[config.mk]
export PLATFORM = sky130hd
export DESIGN_NAME = frame_receiver_xor_check
export DESIGN_NICKNAME = d
export VERILOG_FILES = /design/src/sv/frx_pkg.sv /design/src/sv/frx_cfg.sv /design/src/sv/frx_parse.sv /design/src/sv/frame_receiver_xor_check.sv
export SDC_FILE = /design/constraint.sdc
export NUM_CORES = 1
export LEC_CHECK = 0
export BUFFER_PORTS_ARGS = -buffer_cell sky130_fd_sc_hd__buf_4
export CAP_MARGIN = 25
export CORE_ASPECT_RATIO = 0.75
export CORE_MARGIN = 3
export CORE_UTILIZATION = 59
export CTS_CLUSTER_SIZE = 40
export DETAILED_ROUTE_END_ITERATION = 8
export PLACE_DENSITY = 0.78
export SYNTH_ARGS = -nofsm -noshare
export SYNTH_HDL_FRONTEND = slang
export SYNTH_SLANG_ARGS = --single-unit
[constraint.sdc]
create_clock -name i_clk -period 5.62 [get_ports i_clk]
set_clock_uncertainty 0.05 [all_clocks]
set_input_delay 0.843 -clock i_clk [delete_from_list [all_inputs] [get_ports i_clk]]
set_output_delay 0.843 -clock i_clk [all_outputs]
set_load 0.03 [all_outputs]
[src/sv/frx_pkg.sv]
// Shared types and constants of the frame receiver with XOR check.
`default_nettype none

package frx_pkg;

    // Register indexes of the configuration port.
    localparam logic [1:0] REG_SHORT_FLAG  = 2'd0;
    localparam logic [1:0] REG_LONG_FLAG   = 2'd1;
    localparam logic [1:0] REG_LONG_ENABLE = 2'd2;
    localparam logic [1:0] REG_BUFFER_SIZE = 2'd3;

    // Reset values of the configuration registers.
    localparam logic [7:0]  RST_SHORT_FLAG  = 8'd165;
    localparam logic [7:0]  RST_LONG_FLAG   = 8'd168;
    localparam logic        RST_LONG_ENABLE = 1'b1;
    localparam logic [15:0] RST_BUFFER_SIZE = 16'd1024;

    // Header length (flag plus length field) of short and long frames.
    localparam logic [16:0] HDR_SHORT = 17'd2;
    localparam logic [16:0] HDR_LONG  = 17'd3;

    typedef enum logic [2:0] {
        PH_HUNT   = 3'd0,
        PH_LEN    = 3'd1,
        PH_LEN_HI = 3'd2,
        PH_FIRST  = 3'd3,
        PH_BODY   = 3'd4
    } t_phase;

    typedef enum logic [2:0] {
        KIND_DROP  = 3'd0,
        KIND_FLAG  = 3'd1,
        KIND_LEN   = 3'd2,
        KIND_CMD   = 3'd3,
        KIND_DATA  = 3'd4,
        KIND_CSUM  = 3'd5
    } t_kind;

    typedef struct packed {
        logic [7:0]  short_flag;
        logic [7:0]  long_flag;
        logic        long_enable;
        logic [15:0] buffer_size;
    } t_cfg;

    typedef struct packed {
        t_phase      phase;
        logic [16:0] position;
        logic [7:0]  running_xor;
        logic        long_kind;
        logic [15:0] length_value;
        logic        err_sync;
        logic        err_over;
        logic        err_sum;
        logic        pending;
    } t_state;

    typedef struct packed {
        t_kind       kind;
        logic [7:0]  value;
        logic [16:0] index;
        logic        done;
        logic        frame_long;
        logic [15:0] frame_length;
        logic        sync_error;
        logic        overflow_error;
        logic        checksum_error;
        logic        packet_pending;
    } t_result;

endpackage

`default_nettype wire

[src/sv/frx_cfg.sv]
// Configuration registers of the frame receiver.
`default_nettype none

module frx_cfg (
    input  wire              i_clk,
    input  wire              i_rst_n,
    input  wire              i_cfg_we,
    input  wire  [1:0]       i_cfg_addr,
    input  wire  [15:0]      i_cfg_data,
    output frx_pkg::t_cfg    o_cfg
);
    import frx_pkg::*;

    t_cfg r_cfg;

    always_ff @(posedge i_clk) begin
        if (!i_rst_n) begin
            r_cfg.short_flag  <= RST_SHORT_FLAG;
            r_cfg.long_flag   <= RST_LONG_FLAG;
            r_cfg.long_enable <= RST_LONG_ENABLE;
            r_cfg.buffer_size <= RST_BUFFER_SIZE;
        end else if (i_cfg_we) begin
            unique case (i_cfg_addr)
                REG_SHORT_FLAG:  r_cfg.short_flag  <= i_cfg_data[7:0];
                REG_LONG_FLAG:   r_cfg.long_flag   <= i_cfg_data[7:0];
                REG_LONG_ENABLE: r_cfg.long_enable <= i_cfg_data[0];
                REG_BUFFER_SIZE: r_cfg.buffer_size <= i_cfg_data;
                default:         r_cfg             <= r_cfg;
            endcase
        end
    end

    assign o_cfg = r_cfg;

endmodule

`default_nettype wire

[src/sv/frx_parse.sv]
// Next-state and result logic for one received item.
`default_nettype none

module frx_parse (
    input  frx_pkg::t_cfg    i_cfg,
    input  frx_pkg::t_state  i_state,
    input  wire              i_command,
    input  wire  [7:0]       i_byte,
    output frx_pkg::t_state  o_state,
    output frx_pkg::t_result o_result
);
    import frx_pkg::*;

    t_state      n_state;
    t_kind       kind;
    logic [16:0] index;
    logic        done;
    logic        accept;
    logic        is_long;
    logic [16:0] hdr;
    logic [17:0] frame_end;
    logic [17:0] end_check;

    assign is_long   = i_cfg.long_enable && (i_byte == i_cfg.long_flag);
    assign hdr       = i_state.long_kind ? HDR_LONG : HDR_SHORT;
    // Length plus position, compared against the buffer size for overflow.
    assign frame_end = {2'b00, i_state.length_value} + {1'b0, i_state.position};
    // Position at which the checksum byte is expected.
    assign end_check = {2'b00, i_state.length_value} + {1'b0, hdr};

    always_comb begin
        n_state = i_state;
        kind    = KIND_DROP;
        index   = '0;
        done    = 1'b0;
        accept  = 1'b0;

        if (i_command) begin
            n_state = '0;
        end else if (i_state.pending) begin
            n_state.err_sync = 1'b1;
            index            = i_state.position;
        end else begin
            index = i_state.position;
            if (i_state.position == '0) begin
                if (is_long || (i_byte == i_cfg.short_flag)) begin
                    n_state.running_xor  = '0;
                    n_state.long_kind    = is_long;
                    n_state.length_value = '0;
                    n_state.phase        = PH_LEN;
                    kind                 = KIND_FLAG;
                    accept               = 1'b1;
                end else begin
                    n_state.err_sync = 1'b1;
                end
            end else begin
                case (i_state.phase)
                    PH_LEN: begin
                        n_state.length_value = {8'h00, i_byte};
                        n_state.phase        = i_state.long_kind ? PH_LEN_HI : PH_FIRST;
                        kind                 = KIND_LEN;
                        accept               = 1'b1;
                    end
                    PH_LEN_HI: begin
                        n_state.length_value = {i_byte, i_state.length_value[7:0]};
                        n_state.phase        = PH_FIRST;
                        kind                 = KIND_LEN;
                        accept               = 1'b1;
                    end
                    PH_FIRST, PH_BODY: begin
                        if ((i_state.phase == PH_FIRST) &&
                            (frame_end > {2'b00, i_cfg.buffer_size})) begin
                            n_state.err_over = 1'b1;
                            n_state.position = '0;
                            n_state.phase    = PH_HUNT;
                        end else if ({1'b0, i_state.position} == end_check) begin
                            if (i_byte != i_state.running_xor) begin
                                n_state.err_sum = 1'b1;
                            end
                            n_state.pending  = 1'b1;
                            n_state.position = '0;
                            n_state.phase    = PH_HUNT;
                            kind             = KIND_CSUM;
                            done             = 1'b1;
                        end else begin
                            n_state.phase = PH_BODY;
                            kind          = (i_state.phase == PH_FIRST) ? KIND_CMD : KIND_DATA;
                            accept        = 1'b1;
                        end
                    end
                    default: begin
                        // Stray phase code: drop the byte and start hunting again.
                        n_state.position = '0;
                        n_state.phase    = PH_HUNT;
                    end
                endcase
            end
            if (accept) begin
                n_state.running_xor = n_state.running_xor ^ i_byte;
                n_state.position    = n_state.position + 17'd1;
            end
        end
    end

    assign o_state = n_state;

    always_comb begin
        o_result.kind           = kind;
        o_result.value          = i_command ? 8'h00 : i_byte;
        o_result.index          = index;
        o_result.done           = done;
        o_result.frame_long     = n_state.long_kind;
        o_result.frame_length   = n_state.length_value;
        o_result.sync_error     = n_state.err_sync;
        o_result.overflow_error = n_state.err_over;
        o_result.checksum_error = n_state.err_sum;
        o_result.packet_pending = n_state.pending;
    end

endmodule

`default_nettype wire

[src/sv/frame_receiver_xor_check.sv]
// Top level of the byte-serial frame receiver with XOR checksum check.
// An accepted item is held in the input register and moves on into the result
// register when that register is free or being drained; its result is offered
// from there. Throughput: one item per cycle while the result stream is not
// stalled; the frame state updates in a single pass from the input register to
// the result register.
// Reset (synchronous, active low) clears the frame state, the errors, the
// pending mark and both valid bits, and restores the register defaults.
`default_nettype none

module frame_receiver_xor_check (
    input  wire         i_clk,
    input  wire         i_rst_n,
    // Configuration write port.
    input  wire         i_cfg_we,
    input  wire  [1:0]  i_cfg_addr,
    input  wire  [15:0] i_cfg_data,
    // Input stream.
    input  wire         s_axis_tvalid,
    output logic        s_axis_tready,
    input  wire  [7:0]  s_axis_tdata,   // [7:0] data_byte
    input  wire         s_axis_tuser,   // [0] command
    // Result stream.
    output logic        m_axis_tvalid,
    input  wire         m_axis_tready,
    // [7:0] byte_value, [24:8] byte_index, [25] frame_long,
    // [41:26] frame_length, [42] sync_error, [43] overflow_error,
    // [44] checksum_error, [45] packet_pending, [47:46] zero
    output logic [47:0] m_axis_tdata,
    output logic [2:0]  m_axis_tuser,   // [2:0] byte_kind
    output logic        m_axis_tlast    // frame_done
);
    import frx_pkg::*;

    t_cfg    cfg;
    t_state  r_state;
    t_state  n_state;
    t_result n_result;
    t_result r_result;

    logic       r_in_valid;
    logic       r_in_cmd;
    logic [7:0] r_in_byte;
    logic       r_out_valid;
    logic       advance;

    frx_cfg u_cfg (
        .i_clk      (i_clk),
        .i_rst_n    (i_rst_n),
        .i_cfg_we   (i_cfg_we),
        .i_cfg_addr (i_cfg_addr),
        .i_cfg_data (i_cfg_data),
        .o_cfg      (cfg)
    );

    // The buffered item moves into the result register whenever that register
    // is empty or is being drained in the same cycle.
    assign advance       = r_in_valid && (!r_out_valid || m_axis_tready);
    assign s_axis_tready = !r_in_valid || advance;

    // Input register.
    always_ff @(posedge i_clk) begin
        if (!i_rst_n) begin
            r_in_valid <= 1'b0;
        end else if (s_axis_tvalid && s_axis_tready) begin
            r_in_valid <= 1'b1;
        end else if (advance) begin
            r_in_valid <= 1'b0;
        end
    end

    always_ff @(posedge i_clk) begin
        if (s_axis_tvalid && s_axis_tready) begin
            r_in_cmd  <= s_axis_tuser;
            r_in_byte <= s_axis_tdata;
        end
    end

    frx_parse u_parse (
        .i_cfg     (cfg),
        .i_state   (r_state),
        .i_command (r_in_cmd),
        .i_byte    (r_in_byte),
        .o_state   (n_state),
        .o_result  (n_result)
    );

    // Frame state commits together with the result it produced.
    always_ff @(posedge i_clk) begin
        if (!i_rst_n) begin
            r_state <= '0;
        end else if (advance) begin
            r_state <= n_state;
        end
    end

    // Result register.
    always_ff @(posedge i_clk) begin
        if (!i_rst_n) begin
            r_out_valid <= 1'b0;
        end else if (advance) begin
            r_out_valid <= 1'b1;
        end else if (m_axis_tready) begin
            r_out_valid <= 1'b0;
        end
    end

    always_ff @(posedge i_clk) begin
        if (advance) begin
            r_result <= n_result;
        end
    end

    assign m_axis_tvalid = r_out_valid;
    assign m_axis_tuser  = r_result.kind;
    assign m_axis_tlast  = r_result.done;
    assign m_axis_tdata  = {2'b00,
                            r_result.packet_pending,
                            r_result.checksum_error,
                            r_result.overflow_error,
                            r_result.sync_error,
                            r_result.frame_length,
                            r_result.frame_long,
                            r_result.index,
                            r_result.value};

endmodule

`default_nettype wire

### After elaboration in Yosys (flattened, before gate mapping)

Index checks and enable logic that the tools add are counted.

| storage, ports and cells | value |
|---|---|
| bits in registers | 143 |
| bits of input ports | 32 |
| output and inout bits | 54 |

| operators by class | value |
|---|---|
| add/sub/neg operators | 3 |
| order comparisons | 1 |
| equal/unequal tests | 13 |
| mux-type cells | 49 |
| bitwise gates (word level) | 2 |
| reduce and logical (&&, ||, !) cells | 23 |

Operators by type and width:

| cell | number |
|---|---|
| 17-bit two-way mux | 4 |
| 25-bit two-way mux | 2 |
| 49-bit two-way mux | 1 |
| 45-bit two-way mux | 1 |
| 16-bit by 17-bit adder with 18-bit output | 2 |
| 17-bit one-hot mux with 2 select lines | 1 |
| 16-bit one-hot mux with 2 select lines | 1 |
| 3-bit two-way mux | 10 |
| 9-bit two-way mux | 3 |
| 20-bit two-way mux | 1 |
| 1-bit two-way mux | 19 |
| 17-bit by 18-bit == test with 1-bit output | 1 |
| 18-bit by 16-bit greater-than comparator with 1-bit output | 1 |
| 17-bit by 1-bit adder with 17-bit output, second input constant | 1 |
| 17-bit logical NOT | 1 |
| 8-bit == test | 2 |
| 16-bit two-way mux | 1 |
| 2-bit AND reduction | 5 |
| 3-bit one-hot mux with 3 select lines | 1 |
| 8-bit != test | 1 |
| 8-bit bitwise XOR | 1 |
| 3-bit by 2-bit == test with 1-bit output, second input constant | 2 |
| 3-bit one-hot mux with 2 select lines | 1 |
| 2-bit OR reduction | 3 |
| other kinds (16) | 25 |

### Longest topological paths before layout

Gate-level depths: netlist of run 1.

| depth | value |
|---|---|
| depth after elaboration | 13 |
| depth in mapped cells | 29 |

### By module

From an unflattened synthesis of run 1, not the netlist that was laid out.

| second synthesis, totals | value |
|---|---|
| cells, all modules | 1031 |
| area, all modules | 9216.3 µm² |

Modules (own cells, without submodules):

| module | times used | cells each | area an instance (µm²) |
|---|---|---|---|
| frx_parse | 1 | 607 | 3985.1 |
| frame_receiver_xor_check | 1 | 284 | 3876.2 |
| frx_cfg | 1 | 140 | 1355.0 |

### Worst setup path after synthesis of run 1

OpenSTA, ideal clock, no wires.

| timing | value |
|---|---|
| path kind | register to register |
| start | register r_state[29] (netlist bit) |
| end | register r_state[41] (netlist bit) |
| setup time | 0.117 ns |
| arrival | 4.904 ns |
| path slack | 0.549 ns |
| cell stages (with the launch flop) | 27 |
| period minus slack after synthesis | 5.071 ns |
| path through | dfxtp_1 ha_1 fa_1 a211oi_1 nor2_1 a31o_2 a21oi_4 o21bai_1 a21oi_1 xnor2_1 ha_1 and4_1 nand3_1 nor3_1 nand3_1 o21ai_0 nand4b_1 o41a_4 and2_1 nor2b_1 ha_1 nand3_1 nor2_1 nand2_1 nor2_1 xor2_1 a22o_1 |

| between the ends | value |
|---|---|
| longest elaborated chain between the ends | 12 |
| elaborated cells on any way between the ends | 21 |
| those cells by class | 2 x add/sub; 1 x order compare; 1 x eq/ne; 15 x mux; 2 x reduce/logical |

RTL lines:

| item | line | text |
|---|---|---|
| from (decl) | frame_receiver_xor_check.sv:36 | `t_state r_state;` |
| from (signal assigned) | frame_receiver_xor_check.sv:93 | `r_state <= n_state;` |
| 16-bit by 17-bit adder with 18-bit output | frx_parse.sv:27 | `assign frame_end = {2'b00, i_state.length_value} + {1'b0, i_state.position};` |
| 18-bit by 16-bit greater-than comparator with 1-bit output | frx_parse.sv:72 | `(frame_end > {2'b00, i_cfg.buffer_size})) begin` |
| 1-bit logical AND | frx_parse.sv:71 | `if ((i_state.phase == PH_FIRST) &&` |
| 20-bit two-way mux | frx_parse.sv:71 |  |
| 17-bit one-hot mux with 2 select lines | frx_parse.sv:57 | `case (i_state.phase)` |
| 17-bit two-way mux | frx_parse.sv:45 | `if (i_state.position == '0) begin` |
| 17-bit two-way mux | frx_parse.sv:40 | `end else if (i_state.pending) begin` |
| 17-bit two-way mux | frx_parse.sv:38 | `if (i_command) begin` |
| 17-bit by 1-bit adder with 17-bit output | frx_parse.sv:100 | `n_state.position = n_state.position + 17'd1;` |
| 25-bit two-way mux * | frx_parse.sv:98 | `if (accept) begin` |
| 45-bit two-way mux * | frx_parse.sv:40 |  |
| 49-bit two-way mux * | frx_parse.sv:38 |  |

Mark *: on every way between the ends. The rest lies on a longest branch, timed or not. The select of a mux whose other input is x is not followed.
A chain may end at the register's enable or synchronous reset.

### Final worst setup path of run 1

| timing | value |
|---|---|
| start | register r_state[31] (netlist bit) |
| end | register r_state[45] (netlist bit) |

The elaborated chain is that of the path after synthesis.

==> results.sh, run 1 <==
export IMPL_final_instance_count_excl_fill=1115
export IMPL_ys_async_sr_fraction=0
export IMPL_detailed_place_hpwl_um=14900
export IMPL_detail_route_vias_per_cell=6.13
export IMPL_track_usage=0.289
export IMPL_routed_via_count=6835
export IMPL_crit_path_max_fanout=5
export IMPL_fp_row_count=36
export IMPL_overflow=0
export IMPL_mappedNetlistArea_um2=7980
export IMPL_finalInstanceArea_um2=9460
export IMPL_holdCritStartpoint="u_cfg.o_cfg[12]"
export IMPL_final_setup_worst_slack_ns=0.336
export IMPL_fin_setup_tns_ns=0
export IMPL_holdWs_ns=0.418
export IMPL_drive_gt1_frac=0.185
export IMPL_design_core_area_um2=13100
export IMPL_routed_wirelength_um=21300
export IMPL_syn_to_final_growth_pct=18.6
export IMPL_antenna_found_initial=0
export IMPL_die_area_um2=15000
export IMPL_final_setup_viol_count=0
export IMPL_cts_tree="yes"
export IMPL_crit_arrival_ns=5.58
export IMPL_final_hold_violation_count=0
export IMPL_num_antenna_cells=0
export IMPL_finalNetCount=999
export IMPL_gate_count_of_the_mapped_netlist=845
export IMPL_post_synth_num_cell_types=75
export IMPL_synth_largest_area_cell="sky130_fd_sc_hd__edfxtp_1"
export IMPL_ys_ff_latch=143
export IMPL_first_pass_grt_wire_length_um=34100
export IMPL_average_wire_per_standard_cell_um=19.1
export IMPL_detailedRoute_firstPassIterationCount=6
export IMPL_cts_hold_buffers_added=0
export IMPL_clock_fmax_mhz=189
export IMPL_worst_pin_slew_ns=0.890
export IMPL_initial_utilization=0.608
export IMPL_initialDrtViolationCount=708
export IMPL_vdd_ir_drop_max_v=0.000241
export IMPL_detail_route_drc_violations=0
export IMPL_outcome="completed"
export IMPL_worst_hold_path_type="reg2reg"
export IMPL_synth_flop_cell="sky130_fd_sc_hd__dfxtp_1"
export IMPL_power_static_leakage_uw=0.00374
export IMPL_crit_reg2reg_launch="r_state[31]"
export IMPL_cp_data_required_time_ns=5.92
export IMPL_timing_setup_critical_path_class="reg2reg"
export IMPL_synth_edf_count=59
export IMPL_slew_headroom=0.402
export IMPL_boundaryPins=86
export IMPL_cts_htree_levels=4
export IMPL_area_share_of_the_largest_cell_type_after_synthesis=0.222
export IMPL_pin_count_of_the_biggest_net_entering_global_routing=68
export IMPL_worst_r2r_setup_slack_ns=0.34
export IMPL_cts_buffer_depth=2
export IMPL_insertion_delay_ns=0.43
export IMPL_cp_launch_point="r_state[31]"
export IMPL_die_y_um=107
export IMPL_tritoncts_num_buffers=17
export IMPL_slew_viol_final=0
export IMPL_port_buffers=83
export IMPL_yosysWarnings=0
export IMPL_startpoint_type="flop"
export IMPL_cts_root_buffer="sky130_fd_sc_hd__clkbuf_16"
export IMPL_route_antenna_remaining_nets=0
export IMPL_cap_violations=0
export IMPL_endpoint_kind="flop"
export IMPL_placedCellCount=1080
export IMPL_syn_area_per_cell_um2=9.44
export IMPL_finalWorstPathRequiredPeriod_ns=5.28
export IMPL_placed_cell_area_um2=8830
export IMPL_yosysSeqAreaShare=0.433
export IMPL_most_common_layout_cells="115 x sky130_fd_sc_hd__buf_4, 95 x sky130_fd_sc_hd__nand2_1, 82 x sky130_fd_sc_hd__dfxtp_1, 59 x sky130_fd_sc_hd__edfxtp_1, 58 x sky130_fd_sc_hd__nor2b_1"
export IMPL_chip_width_um=140
export IMPL_layout_worst_path_cycle_share=0.940
export IMPL_ys_top_cells_by_area="sky130_fd_sc_hd__edfxtp_1 22%, sky130_fd_sc_hd__dfxtp_1 21%, sky130_fd_sc_hd__ha_1 5.5%"
export IMPL_pre_cts_setup_slack_ns=0.0720
export IMPL_vias_in_the_first_global_route=6703
export IMPL_clock_sinks=143
export IMPL_final_common_cell="sky130_fd_sc_hd__buf_4"
export IMPL_place_congestion=0.959
export IMPL_clkTransAtPathRegs_ns=0.06
export IMPL_powerDensity_nw_per_um2=251
[logic make-up (layout without fill, tap and decap cells)]
family | after synthesis | in the layout | synth area share
AOI/OAI and AO/OA | 213 | 213 | 0.193
xor gates and xnor gates | 53 | 53 | 0.0582
adders and majority gates | 36 | 36 | 0.0574
buffers and inverters | 87 | 185 | 0.0441
DFF | 143 | 143 | 0.433
muxes | 20 | 20 | 0.0253
other | 1 | 2 | 0.000470
and+or+nand+nor | 292 | 292 | 0.189
[sequential cells by signal, indices dropped and copies added (netlist names)]
name           flops
r_state           49
m_axis_tdata      46
u_cfg.o_cfg       33
r_in_byte          8
m_axis_tuser       3
m_axis_tlast       1
m_axis_tvalid      1
r_in_cmd           1
r_in_valid         1
[path summary, 6_finish.rpt]
kind                            depth (start not counted)         endpoint
worst max register to register                         27      r_state[45]
worst max-delay path                                   27      r_state[45]
worst min register to register                          2  u_cfg.o_cfg[12]
worst min-delay path                                    2  u_cfg.o_cfg[12]
[power breakdown]
part	internal, uW	switching [uW]
clock network	578	484
logic	67.3	109
registers	1110	28.0
[area by class of cell]
cell class                      count  area, um^2
Fill cell                         965        3650
Multi-Input combinational cell    616        4220
Tap cell                          171         214
Timing Repair Buffer              116         871
Clock inverter                     15         125
Clock buffer                       17         425
Sequential cell                   143        3460
Inverter                           37         139
[worst max-delay path: stages (launching register included)]
cell and delay [ns]:
sky130_fd_sc_hd__dfxtp_1 0.33, sky130_fd_sc_hd__ha_1 0.36, sky130_fd_sc_hd__o21ai_0 0.21, sky130_fd_sc_hd__nor2_1 0.10, sky130_fd_sc_hd__o31a_1 0.35, sky130_fd_sc_hd__a221o_1 0.36, sky130_fd_sc_hd__a21o_1 0.18, sky130_fd_sc_hd__a21oi_1 0.18
sky130_fd_sc_hd__xnor2_1 0.09, sky130_fd_sc_hd__ha_1 0.30, sky130_fd_sc_hd__and4_1 0.17, sky130_fd_sc_hd__nand3_1 0.11, sky130_fd_sc_hd__nor3_2 0.11, sky130_fd_sc_hd__nand3_1 0.09, sky130_fd_sc_hd__o21ai_1 0.09, sky130_fd_sc_hd__nand4b_1 0.23
sky130_fd_sc_hd__o41a_4 0.48, sky130_fd_sc_hd__and2_1 0.17, sky130_fd_sc_hd__nor2b_1 0.13, sky130_fd_sc_hd__ha_2 0.23, sky130_fd_sc_hd__nand3_4 0.11, sky130_fd_sc_hd__nor2_4 0.11, sky130_fd_sc_hd__nand2_2 0.08, sky130_fd_sc_hd__nor2_1 0.12
sky130_fd_sc_hd__nand3_1 0.13, sky130_fd_sc_hd__nor2_1 0.15, sky130_fd_sc_hd__nand2_1 0.07, sky130_fd_sc_hd__o21ai_0 0.09
[metal layers]
layer / share of wire / routed length (um) / vias up / global-route usage
met1: 0.42 / 8880 / 3236 / 0.374
li1: - / - / 3223 / -
met4: 0.026 / 550 / 0 / 0.109
met2: 0.46 / 9900 / 326 / 0.464
met3: 0.092 / 1970 / 50 / 0.0820
met5: 0 / 0 / - / 0
[stage by stage]
step / util / power (uW)
finish: 0.721 / 2380
global route: 0.721 / 2450
global placement: 0.674 / 1330
floorplan: - / 1260
CTS: 0.716 / 2390
detailed placement: 0.674 / 1330
[cell usage after synthesis (23+ instances only)]
cell,instances
sky130_fd_sc_hd__inv_1,36
sky130_fd_sc_hd__xor2_1,23
sky130_fd_sc_hd__xnor2_1,30
sky130_fd_sc_hd__a21oi_1,37
sky130_fd_sc_hd__o21ai_0,27
sky130_fd_sc_hd__dfxtp_1,84
sky130_fd_sc_hd__nor2b_1,58
sky130_fd_sc_hd__ha_1,35
sky130_fd_sc_hd__clkbuf_1,38
sky130_fd_sc_hd__edfxtp_1,59
sky130_fd_sc_hd__nor2_1,38
sky130_fd_sc_hd__nand2_1,96
[what timing repair did]
action | in CTS | in global routing
gates resized for setup | 0 | 16
buffers inserted | 0 | 2
setup endpoints to repair | 0 | 5
Power figures use the tool's default switching activity.
==> run 2, diff against run 1 <==
--- a/config.mk
+++ b/config.mk
@@ -7,12 +7,13 @@
 export LEC_CHECK = 0
 export BUFFER_PORTS_ARGS = -buffer_cell sky130_fd_sc_hd__buf_4
 export CAP_MARGIN = 25
-export CORE_ASPECT_RATIO = 0.75
+export CORE_ASPECT_RATIO = 0.8
 export CORE_MARGIN = 3
 export CORE_UTILIZATION = 59
 export CTS_CLUSTER_SIZE = 40
 export DETAILED_ROUTE_END_ITERATION = 8
 export PLACE_DENSITY = 0.78
+export SETUP_SLACK_MARGIN = 0.4
 export SYNTH_ARGS = -nofsm -noshare
 export SYNTH_HDL_FRONTEND = slang
 export SYNTH_SLANG_ARGS = --single-unit
==> run 2 against run 1 <==
  * Combinational power increased by 2%
  * Flip-flop and latch count unchanged
  * Maximum frequency increased by 4.4%
  * Register-to-register slack improved by 0.22 ns
  * Utilization increased by 2.6 points
  * Cell area increased by 3.1%
  * Power increased by 1.8%
  * Wire length increased by 2.7%
==> results.sh, run 2 (same netlist as run 1, synthesis figures left out) <==
export IMPL_cp_data_required_time_ns=5.89
export IMPL_boundaryPins=86
export IMPL_routed_via_count=6939
export IMPL_num_antenna_cells=0
export IMPL_cts_htree_levels=4
export IMPL_syn_to_final_growth_pct=22.3
export IMPL_route_antenna_remaining_nets=0
export IMPL_vias_in_the_first_global_route=6507
export IMPL_clock_sinks=143
export IMPL_final_instance_count_excl_fill=1138
export IMPL_crit_path_max_fanout=4
export IMPL_average_wire_per_standard_cell_um=19.2
export IMPL_pin_count_of_the_biggest_net_entering_global_routing=68
export IMPL_registers_top_by_ff_count="r_state"
export IMPL_cts_buffer_depth=2
export IMPL_largest_register_ffs=49
export IMPL_crit_arrival_ns=5.33
export IMPL_die_area_um2=15000
export IMPL_placedCellCount=1087
export IMPL_holdCritStartpoint="u_cfg.o_cfg[15]"
export IMPL_final_setup_viol_count=0
export IMPL_detailedRoute_firstPassIterationCount=5
export IMPL_place_congestion=0.934
export IMPL_drive_gt1_frac=0.224
export IMPL_chip_width_um=136
export IMPL_finalInstanceArea_um2=9750
export IMPL_detail_route_vias_per_cell=6.10
export IMPL_cts_hold_buffers_added=0
export IMPL_worst_pin_slew_ns=0.945
export IMPL_highest_layer="met4"
export IMPL_rsz_0062_raised_after_global_routing="true"
export IMPL_startpoint_type="flop"
export IMPL_switching_power_uw=616
export IMPL_fin_util=0.747
export IMPL_outcome="completed"
export IMPL_design_core_area_um2=13100
export IMPL_seqPwrFrac=0.469
export IMPL_cap_violations=0
export IMPL_finalNetCount=1018
export IMPL_slew_headroom=0.365
export IMPL_holdWs_ns=0.418
export IMPL_routed_wirelength_um=21900
export IMPL_sw_frac_of_total=0.255
export IMPL_internal_power_uw=1800
export IMPL_met2_routed_wirelength_um=9780
export IMPL_finalWorstPathRequiredPeriod_ns=5.06
export IMPL_die_y_um=110
export IMPL_detailed_place_hpwl_um=15400
export IMPL_powerDensity_nw_per_um2=248
export IMPL_final_common_cell="sky130_fd_sc_hd__buf_4"
export IMPL_most_common_layout_cells="135 x sky130_fd_sc_hd__buf_4, 95 x sky130_fd_sc_hd__nand2_1, 78 x sky130_fd_sc_hd__dfxtp_1, 59 x sky130_fd_sc_hd__edfxtp_1, 58 x sky130_fd_sc_hd__nor2b_1"
export IMPL_timing_setup_critical_path_class="reg2reg"
export IMPL_cts_tree="yes"
export IMPL_detail_route_drc_violations=0
export IMPL_first_pass_grt_wire_length_um=33900
export IMPL_clock_power_share=0.456
export IMPL_tritoncts_num_buffers=17
export IMPL_fp_row_count=37
export IMPL_final_hold_violation_count=0
export IMPL_slew_viol_final=0
export IMPL_comb_power_share=0.075
export IMPL_crit_reg2reg_launch="r_state[5]"
export IMPL_placed_cell_area_um2=8860
export IMPL_initialDrtViolationCount=579
export IMPL_track_usage=0.293
export IMPL_met1Wirelength_um=9380
export IMPL_clock_fmax_mhz=198
export IMPL_endpoint_kind="flop"
export IMPL_cts_root_buffer="sky130_fd_sc_hd__clkbuf_16"
export IMPL_port_buffers=83
export IMPL_antenna_found_initial=0
export IMPL_clkTransAtPathRegs_ns=0.07
export IMPL_cp_launch_point="r_state[5]"
export IMPL_insertion_delay_ns=0.42
export IMPL_detailroute_wirelength_met3_um=1910
export IMPL_layout_worst_path_cycle_share=0.901
export IMPL_initial_utilization=0.611
export IMPL_vdd_ir_drop_max_v=0.000217
export IMPL_fin_setup_tns_ns=0
export IMPL_overflow=0
export IMPL_power_static_leakage_uw=0.00385
export IMPL_worst_hold_path_type="reg2reg"
[run 2: cell count changes in the layout (fill, tap and decap cells not counted), moves of 3 or more]
cell / before / now
sky130_fd_sc_hd__ha_4: 0 / 3
sky130_fd_sc_hd__buf_4: 115 / 135
sky130_fd_sc_hd__dfxtp_1: 82 / 78
sky130_fd_sc_hd__a21oi_1: 36 / 33
sky130_fd_sc_hd__nor2_2: 0 / 4
sky130_fd_sc_hd__a21oi_2: 2 / 5
sky130_fd_sc_hd__nor2_1: 37 / 32
sky130_fd_sc_hd__ha_1: 33 / 29
sky130_fd_sc_hd__inv_4: 3 / 0
[run 2: critical path, cell delays in order, from the launching register on]
cell,delay (ns)
sky130_fd_sc_hd__dfxtp_4,0.36
sky130_fd_sc_hd__ha_4,0.24
sky130_fd_sc_hd__a211oi_2,0.25
sky130_fd_sc_hd__nor2_2,0.07
sky130_fd_sc_hd__o31a_1,0.33
sky130_fd_sc_hd__a221o_1,0.40
sky130_fd_sc_hd__a21o_1,0.19
sky130_fd_sc_hd__a21oi_2,0.15
sky130_fd_sc_hd__xnor2_1,0.08
sky130_fd_sc_hd__ha_1,0.29
sky130_fd_sc_hd__and4_1,0.20
sky130_fd_sc_hd__nand3_2,0.09
sky130_fd_sc_hd__nor3_2,0.15
sky130_fd_sc_hd__nand3_1,0.10
sky130_fd_sc_hd__o21ai_2,0.08
sky130_fd_sc_hd__nand4b_1,0.17
sky130_fd_sc_hd__o41a_4,0.52
sky130_fd_sc_hd__and2_4,0.15
sky130_fd_sc_hd__nor2b_1,0.12
sky130_fd_sc_hd__ha_2,0.22
sky130_fd_sc_hd__nand3_4,0.09
sky130_fd_sc_hd__nor2_4,0.14
sky130_fd_sc_hd__nand2_4,0.09
sky130_fd_sc_hd__nor2_2,0.16
sky130_fd_sc_hd__xor2_1,0.08
sky130_fd_sc_hd__a22o_1,0.18
[run 2: per-layer routing]
metal,track usage,up-vias
li1,-,3252
met1,0.396,3254
met2,0.457,363
met3,0.0667,70
met4,0.128,0
met5,0,-
[run 2: cell type report]
| type | instances | area [um^2] |
|---|---|---|
| clock buffers | 17 | 425 |
| clock inverters | 15 | 158 |
| fillers | 952 | 3300 |
| inverters | 37 | 139 |
| multi-input cells | 616 | 4330 |
| flip-flops and latches | 143 | 3470 |
| well taps | 175 | 219 |
| repair buffers | 135 | 1010 |
[run 2: through the flow]
step | total power (uW) | setup WS, ns
finish | 2420 | 0.557
global route | 2490 | 0.325
CTS | 2430 | 0.417
detailed placement | 1330 | 0.255
global placement | 1320 | 0.374
floorplan | 1260 | 0.549
[run 2: path summary, 6_finish.rpt]
kind	to	slack [ns]	cells past startpoint
worst min-delay path	u_cfg.o_cfg[15]	0.42	2
worst max-delay path	r_state[41]	0.56	25
worst max register to register	r_state[41]	0.56	25
worst min register to register	u_cfg.o_cfg[15]	0.42	2
[run 2: power groups by stage]
stage	Sequential, uW	Clock, uW	Combinational (uW)
floorplan	1170	0	87.8
global placement	1160	0	169
detailed placement	1160	0	173
CTS	1130	1110	178
global route	1140	1160	196
finish	1130	1100	181
[run 2: repair_timing]
action	4_1_cts	5_1_grt
pin swaps	2	27
resized for setup	7	41
endpoints found under the setup margin	3	22
buffers inserted	6	13
==> run 3, diff against run 2 <==
--- a/config.mk
+++ b/config.mk
@@ -13,6 +13,7 @@
 export CTS_CLUSTER_SIZE = 40
 export DETAILED_ROUTE_END_ITERATION = 8
 export PLACE_DENSITY = 0.78
+export RECOVER_POWER = 100
 export SETUP_SLACK_MARGIN = 0.4
 export SYNTH_ARGS = -nofsm -noshare
 export SYNTH_HDL_FRONTEND = slang
==> run 3 against run 2 <==
  * The run now ends with capacitance limit, slew limit left
  * Cell area is 2.5% lower
  * Worst hold slack better by 0.0037 ns
  * Sequential power hardly changed
  * Combinational power is 8% lower
  * Critical endpoint unchanged
==> results.sh, run 3 (same netlist as run 1, synthesis figures left out) <==
export IMPL_overflow=0
export IMPL_endpoint_kind="flop"
export IMPL_cts_buffer_depth=2
export IMPL_cap_violations=3
export IMPL_boundaryPins=86
export IMPL_cts_tree="yes"
export IMPL_drive_gt1_frac=0.160
export IMPL_average_wire_per_standard_cell_um=19.3
export IMPL_final_hold_violation_count=0
export IMPL_routed_wirelength_um=22000
export IMPL_routed_via_count=6949
export IMPL_crit_arrival_ns=5.44
export IMPL_chip_width_um=136
export IMPL_most_common_layout_cells="95 x sky130_fd_sc_hd__nand2_1, 79 x sky130_fd_sc_hd__dfxtp_1, 65 x sky130_fd_sc_hd__buf_4, 59 x sky130_fd_sc_hd__edfxtp_1, 58 x sky130_fd_sc_hd__nor2b_1"
export IMPL_cts_root_buffer="sky130_fd_sc_hd__clkbuf_16"
export IMPL_largest_register_ffs=49
export IMPL_slew_viol_final=163
export IMPL_pin_count_of_the_biggest_net_entering_global_routing=68
export IMPL_design_core_area_um2=13100
export IMPL_detail_route_drc_violations=0
export IMPL_antenna_found_initial=0
export IMPL_place_congestion=0.934
export IMPL_worst_pin_slew_ns=2.94
export IMPL_cts_hold_buffers_added=0
export IMPL_rsz_0062_raised_after_global_routing="true"
export IMPL_die_y_um=110
export IMPL_finalNetCount=1018
export IMPL_syn_to_final_growth_pct=19.3
export IMPL_final_setup_viol_count=0
export IMPL_crit_reg2reg_capture="r_state[41]"
export IMPL_detailedRoute_firstPassIterationCount=5
export IMPL_fin_setup_tns_ns=0
export IMPL_num_antenna_cells=0
export IMPL_outcome="complete, but fails checks"
export IMPL_final_common_cell="sky130_fd_sc_hd__nand2_1"
export IMPL_layout_worst_path_cycle_share=0.921
export IMPL_detailed_place_hpwl_um=15400
export IMPL_detail_route_vias_per_cell=6.11
export IMPL_fp_row_count=37
export IMPL_die_area_um2=15000
export IMPL_cts_htree_levels=4
export IMPL_timing_hold_worst_endpoint="u_cfg.o_cfg[6]"
export IMPL_powerDensity_nw_per_um2=253
export IMPL_startpoint_type="flop"
export IMPL_vdd_ir_drop_max_v=0.000216
export IMPL_finalInstanceArea_um2=9510
export IMPL_cp_data_required_time_ns=5.89
export IMPL_clkTransAtPathRegs_ns=0.07
export IMPL_track_usage=0.293
export IMPL_holdCritStartpoint="u_cfg.o_cfg[6]"
export IMPL_first_pass_grt_wire_length_um=33900
export IMPL_initialDrtViolationCount=504
export IMPL_crit_reg2reg_launch="r_state[29]"
export IMPL_slew_headroom=-0.963
export IMPL_failing_checks="capacitance limit, slew limit"
export IMPL_clock_sinks=143
export IMPL_timing_setup_critical_path_class="reg2reg"
export IMPL_worst_hold_path_type="reg2reg"
export IMPL_cells_on_worst_hold_path=2
export IMPL_placed_cell_area_um2=8860
export IMPL_vias_in_the_first_global_route=6507
export IMPL_tritoncts_num_buffers=17
export IMPL_initial_utilization=0.611
export IMPL_crit_path_max_fanout=6
export IMPL_registers_top_by_ff_count="r_state"
export IMPL_power_static_leakage_uw=0.00363
export IMPL_worstRegToRegCells=26
export IMPL_worst_r2r_setup_slack_ns=0.44
export IMPL_port_buffers=83
export IMPL_insertion_delay_ns=0.42
export IMPL_finalWorstPathRequiredPeriod_ns=5.18
export IMPL_route_antenna_remaining_nets=0
export IMPL_clock_fmax_mhz=193
[run 3: cell count changes in the layout (fill, tap and decap cells not counted), sizes merged]
| cell | delta |
|---|---|
| buf | -70 |
| clkbuf | +70 |
| clkinv | +1 |
| inv | -1 |
[run 3: how the worst max path moves through the flow]
| stage | from | to | cells past startpoint |
|---|---|---|---|
| 2_1_floorplan | r_state[29] | r_state[41] | 26 |
| 3_3_place_gp | r_state[29] | r_state[45] | 27 |
| 3_5_place_dp | r_state[29] | r_state[41] | 26 |
| 4_1_cts | r_state[30] | r_state[45] | 26 |
| 5_1_grt | r_state[29] | r_state[45] | 27 |
| 6_report | r_state[29] | r_state[41] | 26 |
[run 3: report_power, final]
| part | internal [uW] | total [uW] | switching (uW) |
|---|---|---|---|
| logic | 57.5 | 167 | 110 |
| clock network | 624 | 1110 | 483 |
| registers | 1110 | 1140 | 26.2 |
| total | 1790 | 2410 | 618 |
[run 3: through the flow]
| stage | hold WS [ns] | total power (uW) | setup WS [ns] | cells | utilization |
|---|---|---|---|---|---|
| after floorplan | 0.393 | 1260 | 0.549 | 846 | - |
| after global placement | 0.403 | 1320 | 0.374 | 1087 | 0.678 |
| after detailed placement | 0.412 | 1330 | 0.255 | 1087 | 0.678 |
| after CTS | 0.420 | 2430 | 0.417 | 1125 | 0.728 |
| after global routing | 0.454 | 2480 | 0.145 | 1138 | 0.729 |
| final | 0.422 | 2410 | 0.445 | 1138 | 0.729 |
[run 3: routing by layer]
layer,vias up,part of all wire,GRT usage
met2,327,0.44,0.457
met5,-,0,0
met1,3307,0.44,0.396
met3,64,0.086,0.0667
met4,0,0.033,0.128
li1,3251,-,-
[run 3: worst max-delay path, cell delays in order, from the launching register on]
cell and delay [ns]:
sky130_fd_sc_hd__dfxtp_1 0.39, sky130_fd_sc_hd__ha_4 0.21, sky130_fd_sc_hd__fa_2 0.38, sky130_fd_sc_hd__a211oi_1 0.28, sky130_fd_sc_hd__nor2_2 0.09, sky130_fd_sc_hd__a31o_1 0.25, sky130_fd_sc_hd__a21oi_4 0.18, sky130_fd_sc_hd__o21bai_1 0.11
sky130_fd_sc_hd__a21oi_2 0.14, sky130_fd_sc_hd__xnor2_1 0.09, sky130_fd_sc_hd__ha_1 0.32, sky130_fd_sc_hd__and4_1 0.18, sky130_fd_sc_hd__nand3_1 0.10, sky130_fd_sc_hd__nor3_1 0.17, sky130_fd_sc_hd__nand3_1 0.11, sky130_fd_sc_hd__o21ai_2 0.08
sky130_fd_sc_hd__nand4b_1 0.16, sky130_fd_sc_hd__o41a_4 0.52, sky130_fd_sc_hd__and2_4 0.15, sky130_fd_sc_hd__nor2b_1 0.12, sky130_fd_sc_hd__ha_2 0.22, sky130_fd_sc_hd__nand3_4 0.09, sky130_fd_sc_hd__nor2_4 0.14, sky130_fd_sc_hd__nand2_4 0.09
sky130_fd_sc_hd__nor2_2 0.16, sky130_fd_sc_hd__xor2_1 0.08, sky130_fd_sc_hd__a22o_1 0.18
[run 3: timing repair]
action	in CTS	in global routing
setup endpoints to repair	3	22
buffers inserted	6	13
pin swaps	2	27
resized for setup	7	41
[run 3: area by class of cell]
| type | count | area [um^2] |
|---|---|---|
| Sequential cell | 143 | 3460 |
| Clock buffer | 17 | 425 |
| Fill cell | 1010 | 3540 |
| Multi-Input combinational cell | 616 | 4310 |
| Tap cell | 175 | 219 |
| Inverter | 37 | 139 |
| Clock inverter | 15 | 158 |
| Timing Repair Buffer | 135 | 801 |
